$ cat config.mk
export PLATFORM = sky130hd
export DESIGN_NAME = decimal_stream_divider
export DESIGN_NICKNAME = d
export VERILOG_FILES = /design/src/rtl/dsd_pkg.sv /design/src/rtl/dsd_datapath.sv /design/src/rtl/dsd_ctrl.sv /design/src/rtl/decimal_stream_divider.sv
export SDC_FILE = /design/constraint.sdc
export NUM_CORES = 1
export LEC_CHECK = 0
export ABC_AREA = 0
export BUFFER_PORTS_ARGS = -buffer_cell sky130_fd_sc_hd__clkbuf_2
export CORE_UTILIZATION = 45
export CTS_BUF_LIST = sky130_fd_sc_hd__clkbuf_4 sky130_fd_sc_hd__clkbuf_8
export DETAILED_ROUTE_END_ITERATION = 7
export PLACE_DENSITY = 0.64
export SLEW_MARGIN = 5
export SYNTH_ARGS = -nofsm -noshare
export SYNTH_HDL_FRONTEND = slang
export SYNTH_SLANG_ARGS = --single-unit
$ cat constraint.sdc
create_clock -name clk -period 6.7 [get_ports clk]
set_clock_uncertainty 0.15 [all_clocks]
set_input_delay 1.005 -clock clk [delete_from_list [all_inputs] [get_ports clk]]
set_output_delay 1.005 -clock clk [all_outputs]
set_load 0.005 [all_outputs]
$ cat src/rtl/dsd_pkg.sv
`timescale 1ns / 1ps
// ----------------------------------------------------------------------------
// dsd_pkg
// Shared widths, codes and controller/datapath interface types for the
// decimal stream divider.
// ----------------------------------------------------------------------------
package dsd_pkg;

	// Field and register widths
	localparam int DIGIT_W    = 4;   // one decimal digit
	localparam int DIV_W      = 16;  // divisor and remainder
	localparam int QUOT_W     = 4;   // one quotient digit, at most nine
	localparam int T_W        = 20;  // remainder times ten plus a digit
	localparam int TDATA_W    = 8;   // digit padded to a whole byte

	localparam int FRACTION_DIGITS_DEF = 5;

	localparam logic [DIGIT_W-1:0] MAX_DIGIT   = 4'd9;
	localparam logic [DIV_W-1:0]   DIVISOR_RST = 16'd1;

	// Result kinds carried on tuser
	localparam logic KIND_DIGIT = 1'b0;
	localparam logic KIND_POINT = 1'b1;

	// Commands from the controller to the datapath
	typedef struct packed {
		logic load_in;     // t = remainder * 10 + input digit
		logic load_frac;   // t = remainder * 10
		logic step;        // one restoring division step
		logic emit;        // load the output register
		logic emit_point;  // the emitted symbol is the point
		logic emit_end;    // the emitted symbol ends the number
		logic set_seen;    // a quotient digit has gone out
		logic clear;       // drop remainder and seen flag
	} dsd_cmd_t;

	// Status from the datapath to the controller
	typedef struct packed {
		logic quot_nz;
		logic rem_zero;
		logic seen;
		logic last;
		logic out_free;
	} dsd_sts_t;

endpackage

$ cat src/rtl/dsd_datapath.sv
`timescale 1ns / 1ps
// ----------------------------------------------------------------------------
// dsd_datapath
// Divisor register, running remainder, one-bit-a-cycle restoring divider for
// a single quotient digit, and the output register.
// ----------------------------------------------------------------------------
module dsd_datapath (
	input  logic                          clk,
	input  logic                          arst_n,
	// configuration
	input  logic                          cfg_we,
	input  logic [dsd_pkg::DIV_W-1:0]     cfg_data,
	// input item
	input  logic [dsd_pkg::DIGIT_W-1:0]   in_digit,
	input  logic                          in_last,
	// control
	input  dsd_pkg::dsd_cmd_t             cmd,
	output dsd_pkg::dsd_sts_t             sts,
	// output stream
	output logic                          m_tvalid,
	input  logic                          m_tready,
	output logic [dsd_pkg::TDATA_W-1:0]   m_tdata,
	output logic                          m_tuser,
	output logic                          m_tlast
);

	localparam int DIV_W   = dsd_pkg::DIV_W;
	localparam int T_W     = dsd_pkg::T_W;
	localparam int QUOT_W  = dsd_pkg::QUOT_W;
	localparam int DIGIT_W = dsd_pkg::DIGIT_W;
	localparam int TDATA_W = dsd_pkg::TDATA_W;

	logic [DIV_W-1:0]   div_q;
	logic [T_W-1:0]     t_q;      // low bits hold the remainder between divisions
	logic [T_W-1:0]     dsh_q;    // divisor aligned to the current quotient bit
	logic [QUOT_W-1:0]  quot_q;
	logic               seen_q;
	logic               last_q;
	logic               m_tvalid_q;
	logic [QUOT_W-1:0]  m_digit_q;
	logic               m_kind_q;
	logic               m_end_q;

	logic [DIV_W-1:0]   div_eff;
	logic [DIV_W-1:0]   rem;
	logic [DIGIT_W-1:0] digit_sat;
	logic [T_W-1:0]     rem_x10;
	logic               ge;
	logic               out_free;

	// Treat a zero divisor as one, saturate digits above nine
	assign div_eff   = (div_q == '0) ? dsd_pkg::DIVISOR_RST : div_q;
	assign digit_sat = (in_digit > dsd_pkg::MAX_DIGIT) ? dsd_pkg::MAX_DIGIT : in_digit;
	assign rem       = t_q[DIV_W-1:0];
	assign rem_x10   = T_W'({rem, 3'b000}) + T_W'({rem, 1'b0});
	assign ge        = (t_q >= dsh_q);
	assign out_free  = !m_tvalid_q || m_tready;

	// Divisor register
	always_ff @(posedge clk or negedge arst_n) begin
		if (!arst_n) begin
			div_q <= dsd_pkg::DIVISOR_RST;
		end else if (cfg_we) begin
			div_q <= cfg_data;
		end
	end

	// Remainder, divider and per-number flags
	always_ff @(posedge clk or negedge arst_n) begin
		if (!arst_n) begin
			t_q    <= '0;
			seen_q <= 1'b0;
			last_q <= 1'b0;
		end else begin
			if (cfg_we || cmd.clear) begin
				t_q <= '0;
			end else if (cmd.load_in) begin
				t_q <= rem_x10 + T_W'(digit_sat);
			end else if (cmd.load_frac) begin
				t_q <= rem_x10;
			end else if (cmd.step && ge) begin
				t_q <= t_q - dsh_q;
			end
			if (cfg_we || cmd.clear) begin
				seen_q <= 1'b0;
			end else if (cmd.set_seen) begin
				seen_q <= 1'b1;
			end
			if (cmd.load_in) begin
				last_q <= in_last;
			end
		end
	end

	// Shifted divisor and quotient bits
	always_ff @(posedge clk) begin
		if (cmd.load_in || cmd.load_frac) begin
			dsh_q  <= T_W'({div_eff, {(QUOT_W-1){1'b0}}});
			quot_q <= '0;
		end else if (cmd.step) begin
			dsh_q  <= dsh_q >> 1;
			quot_q <= {quot_q[QUOT_W-2:0], ge};
		end
	end

	// Output register: hold until the transfer, reload when emitting
	always_ff @(posedge clk or negedge arst_n) begin
		if (!arst_n) begin
			m_tvalid_q <= 1'b0;
		end else if (cmd.emit) begin
			m_tvalid_q <= 1'b1;
		end else if (m_tready) begin
			m_tvalid_q <= 1'b0;
		end
	end

	always_ff @(posedge clk) begin
		if (cmd.emit) begin
			m_digit_q <= cmd.emit_point ? '0 : quot_q;
			m_kind_q  <= cmd.emit_point ? dsd_pkg::KIND_POINT : dsd_pkg::KIND_DIGIT;
			m_end_q   <= cmd.emit_end;
		end
	end

	assign m_tvalid = m_tvalid_q;
	assign m_tdata  = TDATA_W'(m_digit_q);
	assign m_tuser  = m_kind_q;
	assign m_tlast  = m_end_q;

	// Status back to the controller
	always_comb begin
		sts          = '0;
		sts.quot_nz  = (quot_q != '0);
		sts.rem_zero = (rem == '0);
		sts.seen     = seen_q;
		sts.last     = last_q;
		sts.out_free = out_free;
	end

endmodule

$ cat src/rtl/dsd_ctrl.sv
`timescale 1ns / 1ps
// ----------------------------------------------------------------------------
// dsd_ctrl
// Sequencer for one input digit: divide, emit the integer digit unless it is a
// leading zero, then on the last digit emit the point and the fraction digits.
// ----------------------------------------------------------------------------
module dsd_ctrl #(
	parameter int FRACTION_DIGITS = dsd_pkg::FRACTION_DIGITS_DEF
) (
	input  logic                 clk,
	input  logic                 arst_n,
	input  logic                 in_valid,
	output logic                 in_ready,
	output logic                 cfg_ready,
	input  dsd_pkg::dsd_sts_t    sts,
	output dsd_pkg::dsd_cmd_t    cmd
);

	localparam int FCNT_W  = ($clog2(FRACTION_DIGITS + 1) > 0) ? $clog2(FRACTION_DIGITS + 1) : 1;
	localparam int STEP_W  = $clog2(dsd_pkg::QUOT_W);
	localparam bit NO_FRAC = (FRACTION_DIGITS == 0);
	localparam logic [STEP_W-1:0] STEP_FIRST = STEP_W'(dsd_pkg::QUOT_W - 1);
	localparam logic [FCNT_W-1:0] FRAC_LAST  = FCNT_W'(FRACTION_DIGITS - 1);

	typedef enum logic [2:0] {
		ST_IDLE,
		ST_DIV,
		ST_EMIT_INT,
		ST_EMIT_PT,
		ST_EMIT_FRAC
	} state_t;

	state_t            state_q, state_d;
	logic [STEP_W-1:0] step_q, step_d;
	logic [FCNT_W-1:0] frac_cnt_q, frac_cnt_d;
	logic              frac_q, frac_d;

	// Next state and commands
	always_comb begin
		state_d    = state_q;
		step_d     = step_q;
		frac_cnt_d = frac_cnt_q;
		frac_d     = frac_q;
		cmd        = '0;
		unique case (state_q)
			ST_IDLE: begin
				if (in_valid) begin
					cmd.load_in = 1'b1;
					step_d      = STEP_FIRST;
					frac_d      = 1'b0;
					state_d     = ST_DIV;
				end
			end
			ST_DIV: begin
				cmd.step = 1'b1;
				step_d   = step_q - 1'b1;
				if (step_q == '0) begin
					state_d = frac_q ? ST_EMIT_FRAC : ST_EMIT_INT;
				end
			end
			ST_EMIT_INT: begin
				if (sts.quot_nz || sts.seen) begin
					// digit goes out, wait for room in the output register
					if (sts.out_free) begin
						cmd.emit     = 1'b1;
						cmd.set_seen = 1'b1;
						state_d      = sts.last ? ST_EMIT_PT : ST_IDLE;
					end
				end else begin
					state_d = sts.last ? ST_EMIT_PT : ST_IDLE;
				end
			end
			ST_EMIT_PT: begin
				if (sts.out_free) begin
					cmd.emit       = 1'b1;
					cmd.emit_point = 1'b1;
					if (sts.rem_zero || NO_FRAC) begin
						cmd.emit_end = 1'b1;
						cmd.clear    = 1'b1;
						state_d      = ST_IDLE;
					end else begin
						cmd.load_frac = 1'b1;
						step_d        = STEP_FIRST;
						frac_cnt_d    = '0;
						frac_d        = 1'b1;
						state_d       = ST_DIV;
					end
				end
			end
			ST_EMIT_FRAC: begin
				if (sts.out_free) begin
					cmd.emit = 1'b1;
					if (sts.rem_zero || (frac_cnt_q == FRAC_LAST)) begin
						cmd.emit_end = 1'b1;
						cmd.clear    = 1'b1;
						state_d      = ST_IDLE;
					end else begin
						cmd.load_frac = 1'b1;
						step_d        = STEP_FIRST;
						frac_cnt_d    = frac_cnt_q + 1'b1;
						state_d       = ST_DIV;
					end
				end
			end
			default: begin
				state_d = ST_IDLE;
			end
		endcase
	end

	// Hold state and counters
	always_ff @(posedge clk or negedge arst_n) begin
		if (!arst_n) begin
			state_q    <= ST_IDLE;
			step_q     <= '0;
			frac_cnt_q <= '0;
			frac_q     <= 1'b0;
		end else begin
			state_q    <= state_d;
			step_q     <= step_d;
			frac_cnt_q <= frac_cnt_d;
			frac_q     <= frac_d;
		end
	end

	// An offered digit wins over a divisor write in the same cycle
	assign in_ready  = (state_q == ST_IDLE);
	assign cfg_ready = (state_q == ST_IDLE) && !in_valid;

endmodule

$ cat src/rtl/decimal_stream_divider.sv
`timescale 1ns / 1ps
// ----------------------------------------------------------------------------
// decimal_stream_divider
// Streaming long division of a decimal number by a configured integer.
// ----------------------------------------------------------------------------
// Digits arrive most significant first on the slave stream, s_tlast marking
// the final integer digit; each digit is divided into the running remainder
// by a restoring divider that finds one quotient bit per cycle, so an input
// digit passes through accept, 4 divide steps and emit, and the last digit
// adds the point plus, per fraction digit, up to FRACTION_DIGITS of them,
// 4 divide steps and an emit, each emit waiting while the consumer stalls.
// Leading zero quotient digits are dropped, so 3/7 starts with the point.
// A divisor write also clears the remainder; a zero divisor acts as one.
// ----------------------------------------------------------------------------
module decimal_stream_divider #(
	parameter int FRACTION_DIGITS = dsd_pkg::FRACTION_DIGITS_DEF
) (
	input  logic                          clk,
	input  logic                          arst_n,
	// divisor write channel
	input  logic                          cfg_valid,
	output logic                          cfg_ready,
	input  logic [dsd_pkg::DIV_W-1:0]     cfg_data,
	// input digits
	input  logic                          s_tvalid,
	output logic                          s_tready,
	input  logic [dsd_pkg::TDATA_W-1:0]   s_tdata,   // [3:0] digit, [7:4] zero
	input  logic                          s_tlast,   // is_last
	// result symbols
	output logic                          m_tvalid,
	input  logic                          m_tready,
	output logic [dsd_pkg::TDATA_W-1:0]   m_tdata,   // [3:0] digit_value, [7:4] zero
	output logic                          m_tuser,   // [0] symbol_kind
	output logic                          m_tlast    // end_of_number
);

	dsd_pkg::dsd_cmd_t cmd;
	dsd_pkg::dsd_sts_t sts;
	logic              cfg_we;

	assign cfg_we = cfg_valid && cfg_ready;

	dsd_ctrl #(
		.FRACTION_DIGITS (FRACTION_DIGITS)
	) u_ctrl (
		.clk       (clk),
		.arst_n    (arst_n),
		.in_valid  (s_tvalid),
		.in_ready  (s_tready),
		.cfg_ready (cfg_ready),
		.sts       (sts),
		.cmd       (cmd)
	);

	dsd_datapath u_datapath (
		.clk      (clk),
		.arst_n   (arst_n),
		.cfg_we   (cfg_we),
		.cfg_data (cfg_data),
		.in_digit (s_tdata[dsd_pkg::DIGIT_W-1:0]),
		.in_last  (s_tlast),
		.cmd      (cmd),
		.sts      (sts),
		.m_tvalid (m_tvalid),
		.m_tready (m_tready),
		.m_tdata  (m_tdata),
		.m_tuser  (m_tuser),
		.m_tlast  (m_tlast)
	);

endmodule

# Word-level counts from Yosys, hierarchy flattened
# Cells that the tools add are included.
# Widths: inputs -> output; s select.
# totals
regBits,77
out_inout_bits,13
in_bits,30
# classes
n_reduce_logical,26
mux,59
n_eq_ne,12
n_lt_le_gt_ge,2
addsub,5
# op_table
op,count
$mux 20,4
$mux 19,2
$mux 3,12
$logic_not 16->1,2
$mux 1,25
$add 19x17->20,1
$add 20x4->20,1
$ge 20x19->1,1
$sub 20x19->20,1
$mux 16,1
$pmux 3 s5,1
$mux 2,6
$reduce_bool 4->1,3
$reduce_and 5->1,2
$reduce_bool 2->1,5
$pmux 1 s2,4
$pmux 2 s4,1
$eq 3x2->1 const B,2
$eq 3x3->1 const B,2
$ne 2x1->1 const B,3
$ne 2x2->1 const B,3
$pmux 3 s2,1
$reduce_and 6->1,1
$logic_or 1x1->1,5
other kinds (12),15

# Logic depth before layout (Yosys ltp)
# logic_depth
depth_word,8
depth_mapped,14

# By module
# Synthesis repeated with hierarchy kept, for this count alone.
# hier_totals
cells_unflattened,694
area_unflattened_um2,5997.0
# modules_own_cells
mod,n_inst,area_per_inst_um2,cells_each,seq_area_each_um2
dsd_datapath,1,5322.6,618,1778.0
dsd_ctrl,1,668.1,75,225.2
decimal_stream_divider,1,6.3,1,0.0

# Least setup slack after synthesis
# OpenSTA, ideal clock, no wires.
# synth_timing
kind,input port to flip-flop
startpoint,input s_tdata[1] (netlist name)
endpoint,register u_datapath.t_q[15]
cell_stages,10
arrival_time_ps,3196
setup_slack_ps,3276
t_required_ps,6472
path_cell_list,nor2b_1 > ha_1 > fa_1 > a21o_1 > nand2_1 > nor4b_1 > nand4_2 > or4_1 > a31oi_1 > o2bb2ai_1
# synth_between
elab_chain_len,5
# synth_rtl
item,line,text
"start, declared",decimal_stream_divider.sv:27,"input logic [dsd_pkg::TDATA_W-1:0] s_tdata,"
$gt 4x4->1,dsd_datapath.sv:53,assign digit_sat = (in_digit > dsd_pkg::MAX_DIGIT) ? dsd_pkg::MAX_DIGIT : in_digit;
$mux 4 (*),dsd_datapath.sv:53,
$add 20x4->20 (*),dsd_datapath.sv:78,t_q <= rem_x10 + T_W'(digit_sat);
$mux 20 (*),dsd_datapath.sv:77,end else if (cmd.load_in) begin
$mux 20 (*),dsd_datapath.sv:75,if (cfg_we || cmd.clear) begin
"end signal, assigned",dsd_datapath.sv:78,
"end signal, assigned",dsd_datapath.sv:80,t_q <= rem_x10;
"end signal, assigned",dsd_datapath.sv:82,t_q <= t_q - dsh_q;
"end, declared",dsd_datapath.sv:34,logic [T_W-1:0] t_q;
# Every way passes the cells marked *; elsewhere a longest branch is shown, timed or not.
# A chain may end at the register's enable or synchronous reset.

# Worst setup path after layout
# layout_timing
startpoint,register u_datapath.t_q[1]
endpoint,register u_datapath.t_q[19]
# layout_between
elab_chain_len,8
word_cells_on_any_way,23
cone_classes,add/sub (3); order compare (1); mux (14); reduce/logical (5)
# layout_rtl
item
branches (longest 8 deep; another with $add 19x17->20)
# Parallel ways; which one is timed is not known. The select of a mux whose other input is x is not followed.

==> run metrics <==
RSZ-0062 raised after global routing no; R2R Setup Slk between 2 and 3 ns; hold-fix buffers at CTS 0; Iteration-0 DRC Markers between 300 and 400; fraction of registers with async set/reset 0.623; CP Depth 9; Post-synth top flop dfrtp_1; Post-synth EDFFs 22; Worst Path Buf+Inv 1; Avg WL per Cell 16.4 um; worst skew pair latency between 0.3 and 0.4 ns; Die Ht 117 um; Netlist cell types 81; Synth area leader dfrtp_1; die area between 10,000 and 15,000 um2; flop and latch count out of synthesis 77; Synth area leaders dfrtp_1 (20%), edfxtp_1 (11%), ha_1 (8.2%); ANT cells 0; crit path launch type flop; crit-path max FO 33; dpl ws roughly 2.7 ns; Req. time, crit path 6.83 ns; core area around 13,000 um2; clock transition at the registers of the reported paths ~0.090 ns; beginning of the critical path u_datapath.t_q[1]; Post CTS Setup Buffer Count 0; CTS Buffer Depth 2; CP arrival between 4 and 5 ns; part of the cycle the worst path needs 0.603; std cell rows 41; RD Place Congestion around 0.88; IO buf count 34; largest net degree at the start of global routing 49; sequential fraction of the synthesis area 0.336; final-stage net count 775; DR pass1 iterations 5; vias in the first global route a little under 5,000; die width between 100 and 150 um; Sinks on Clock Net 77; DRC 0; # IOs 43; DP HPWL 10,700 um; type of the worst min-delay path reg -> reg; YS warnings 0; share of layout cells above drive strength 1 0.145; final WL 14,500 um; r2r startpoint u_datapath.t_q[1]; status complete, no violations; cell family with most CP delay simple AND/OR/NAND/NOR gates; top cell types by occurrence after synthesis o21ai_0 (64), nand2_1 (61), a21oi_1 (47), dfrtp_1 (47), inv_1 (41); Final Hold Viols 0; endpoint type of the worst setup path flop; min Tclk post-route approximately 4 ns; Achievable Freq 248 MHz; Top cell by count, worst path and2_1; Vias per Instance 5.90; RR Endpoint u_datapath.t_q[19]; Setup Viol. Count Final 0; area delta synth->final 7.10%; critical hold path startpoint u_ctrl.step_q[0]; top-count cell post-synth o21ai_0; Final WS setup ~2.7 ns; CTS tree yes; Pins Over Slew Limit 0; slowest CP cell and2_1; vias post-DR ~5,200; Max Cap Viol 0; last element of the critical path u_datapath.t_q[19]; root buf cell clkbuf_8; H-tree lvl count 3; R2R depth 9; Slew Limit Headroom 0.273; gr usage total 0.226; worst stage delay on the critical path 0.96 ns; CTS buffer count 9; CP Class reg -> reg; initial antenna violation count 0; grt total ovfl 0; gate count of the mapped netlist 684; Slew @ Worst Pin between 1 and 1.5 ns; Mean Syn Cell Area roughly 8.7 um2; CTS resizes 0; Final ANT Viol Nets 0; Initial Util 0.467; Sum Neg Setup Slack 0 ns; area of the mapped netlist between 5000 and 6000 um2; post-synth top area share 0.197; CP Cell Sequence nor4_1, nand4_1, o21a_1, and2_1, buf_4, nor2_2, and2_1, nand3_1, a31oi_1; first-pass GRT wire length about 24,000 um
## worst min-delay path by stage
| stage | endpoint | slack (ns) | depth (start not counted) |
|---|---|---|---|
| finish | u_ctrl.step_q[0] | 0.33 | 1 |
| global route | u_datapath.seen_q | 0.36 | 1 |
| CTS | u_ctrl.step_q[0] | 0.34 | 1 |
| detailed placement | u_datapath.dsh_q[1] | 0.32 | 2 |
| global placement | u_ctrl.step_q[0] | 0.31 | 1 |
| floorplan | u_ctrl.step_q[0] | 0.29 | 1 |
## cells by family (layout without fill, tap and decap cells)
kind of cell,after synthesis,after routing,share of synthesized area
multiplexers,20,20,0.0370
AO/OA/AOI/OAI,212,212,0.231
AND/OR/NAND/NOR,220,220,0.187
flip-flops,77,77,0.336
adder cells (fa/ha/maj),42,42,0.0920
XOR/XNOR,35,35,0.0571
other,1,4,0.000629
buffers and inverters,77,98,0.0600
## stage by stage
step            util  cell area [um2]  hold slack, ns  instances
6_report       0.500             6380           0.332        880
5_1_grt        0.500             6380           0.358        880
4_1_cts        0.500             6380           0.337        880
3_5_place_dp   0.485             6200           0.320        864
3_3_place_gp   0.485             6200           0.306        864
2_1_floorplan      -             5970           0.290        687
## placed cells by master, fill, tap and decap left out, types with 3 or more instances in the layout
| master | count |
|---|---|
| nor2b_1 | 10 |
| dfxtp_1 | 7 |
| o211ai_1 | 9 |
| nor3_1 | 8 |
| and2_1 | 7 |
| o21a_1 | 5 |
| xor2_1 | 13 |
| edfxtp_1 | 22 |
| nand3_1 | 38 |
| a21o_1 | 10 |
| and3_1 | 3 |
| or3_1 | 6 |
| xnor2_1 | 19 |
| ha_1 | 39 |
| mux2i_1 | 4 |
| o21ai_0 | 64 |
| or4_1 | 3 |
| a211oi_1 | 13 |
| nor2_1 | 40 |
| nand4_1 | 8 |
| o221ai_1 | 3 |
| a21oi_1 | 47 |
| dfrtp_1 | 47 |
| o22ai_1 | 6 |
| nand2_1 | 61 |
| o31ai_1 | 7 |
| or2_2 | 4 |
| o311ai_0 | 3 |
| a31oi_1 | 6 |
| inv_1 | 41 |
| buf_4 | 6 |
| nand2b_1 | 4 |
| clkbuf_8 | 9 |
| nor4_1 | 14 |
| clkbuf_2 | 34 |
| conb_1 | 4 |
| o21ai_1 | 4 |
| fa_1 | 3 |
| a2111oi_0 | 6 |
| mux2_2 | 16 |
## registers in the layout, summed over array words and instances (netlist names), 2 cells and up
signal                flops
u_datapath.div_q         16
u_ctrl.state_q            3
u_datapath.m_digit_q      4
u_datapath.t_q           20
u_datapath.quot_q         4
u_ctrl.frac_cnt_q         3
u_datapath.dsh_q         19
u_ctrl.step_q             2
## per-layer routing
layer	global-route usage	routed length, um	vias up
li1	-	-	2550
met1	0.295	6510	2469
met2	0.389	7080	147
met3	0.0335	612	23
met4	0.0675	260	0
met5	0	0	-
## area by class of cell
type | instances | area (um2)
clock buffers | 9 | 124
clock inverters | 7 | 57.6
fillers | 1205 | 6390
inverters | 42 | 158
multi-input cells | 533 | 3610
flip-flops and latches | 77 | 2000
well taps | 172 | 215
repair buffers | 40 | 215
Power is left out: the tool's default activity adds up to more than one toggle a clock period on the data nets, which glitch-free logic cannot reach.
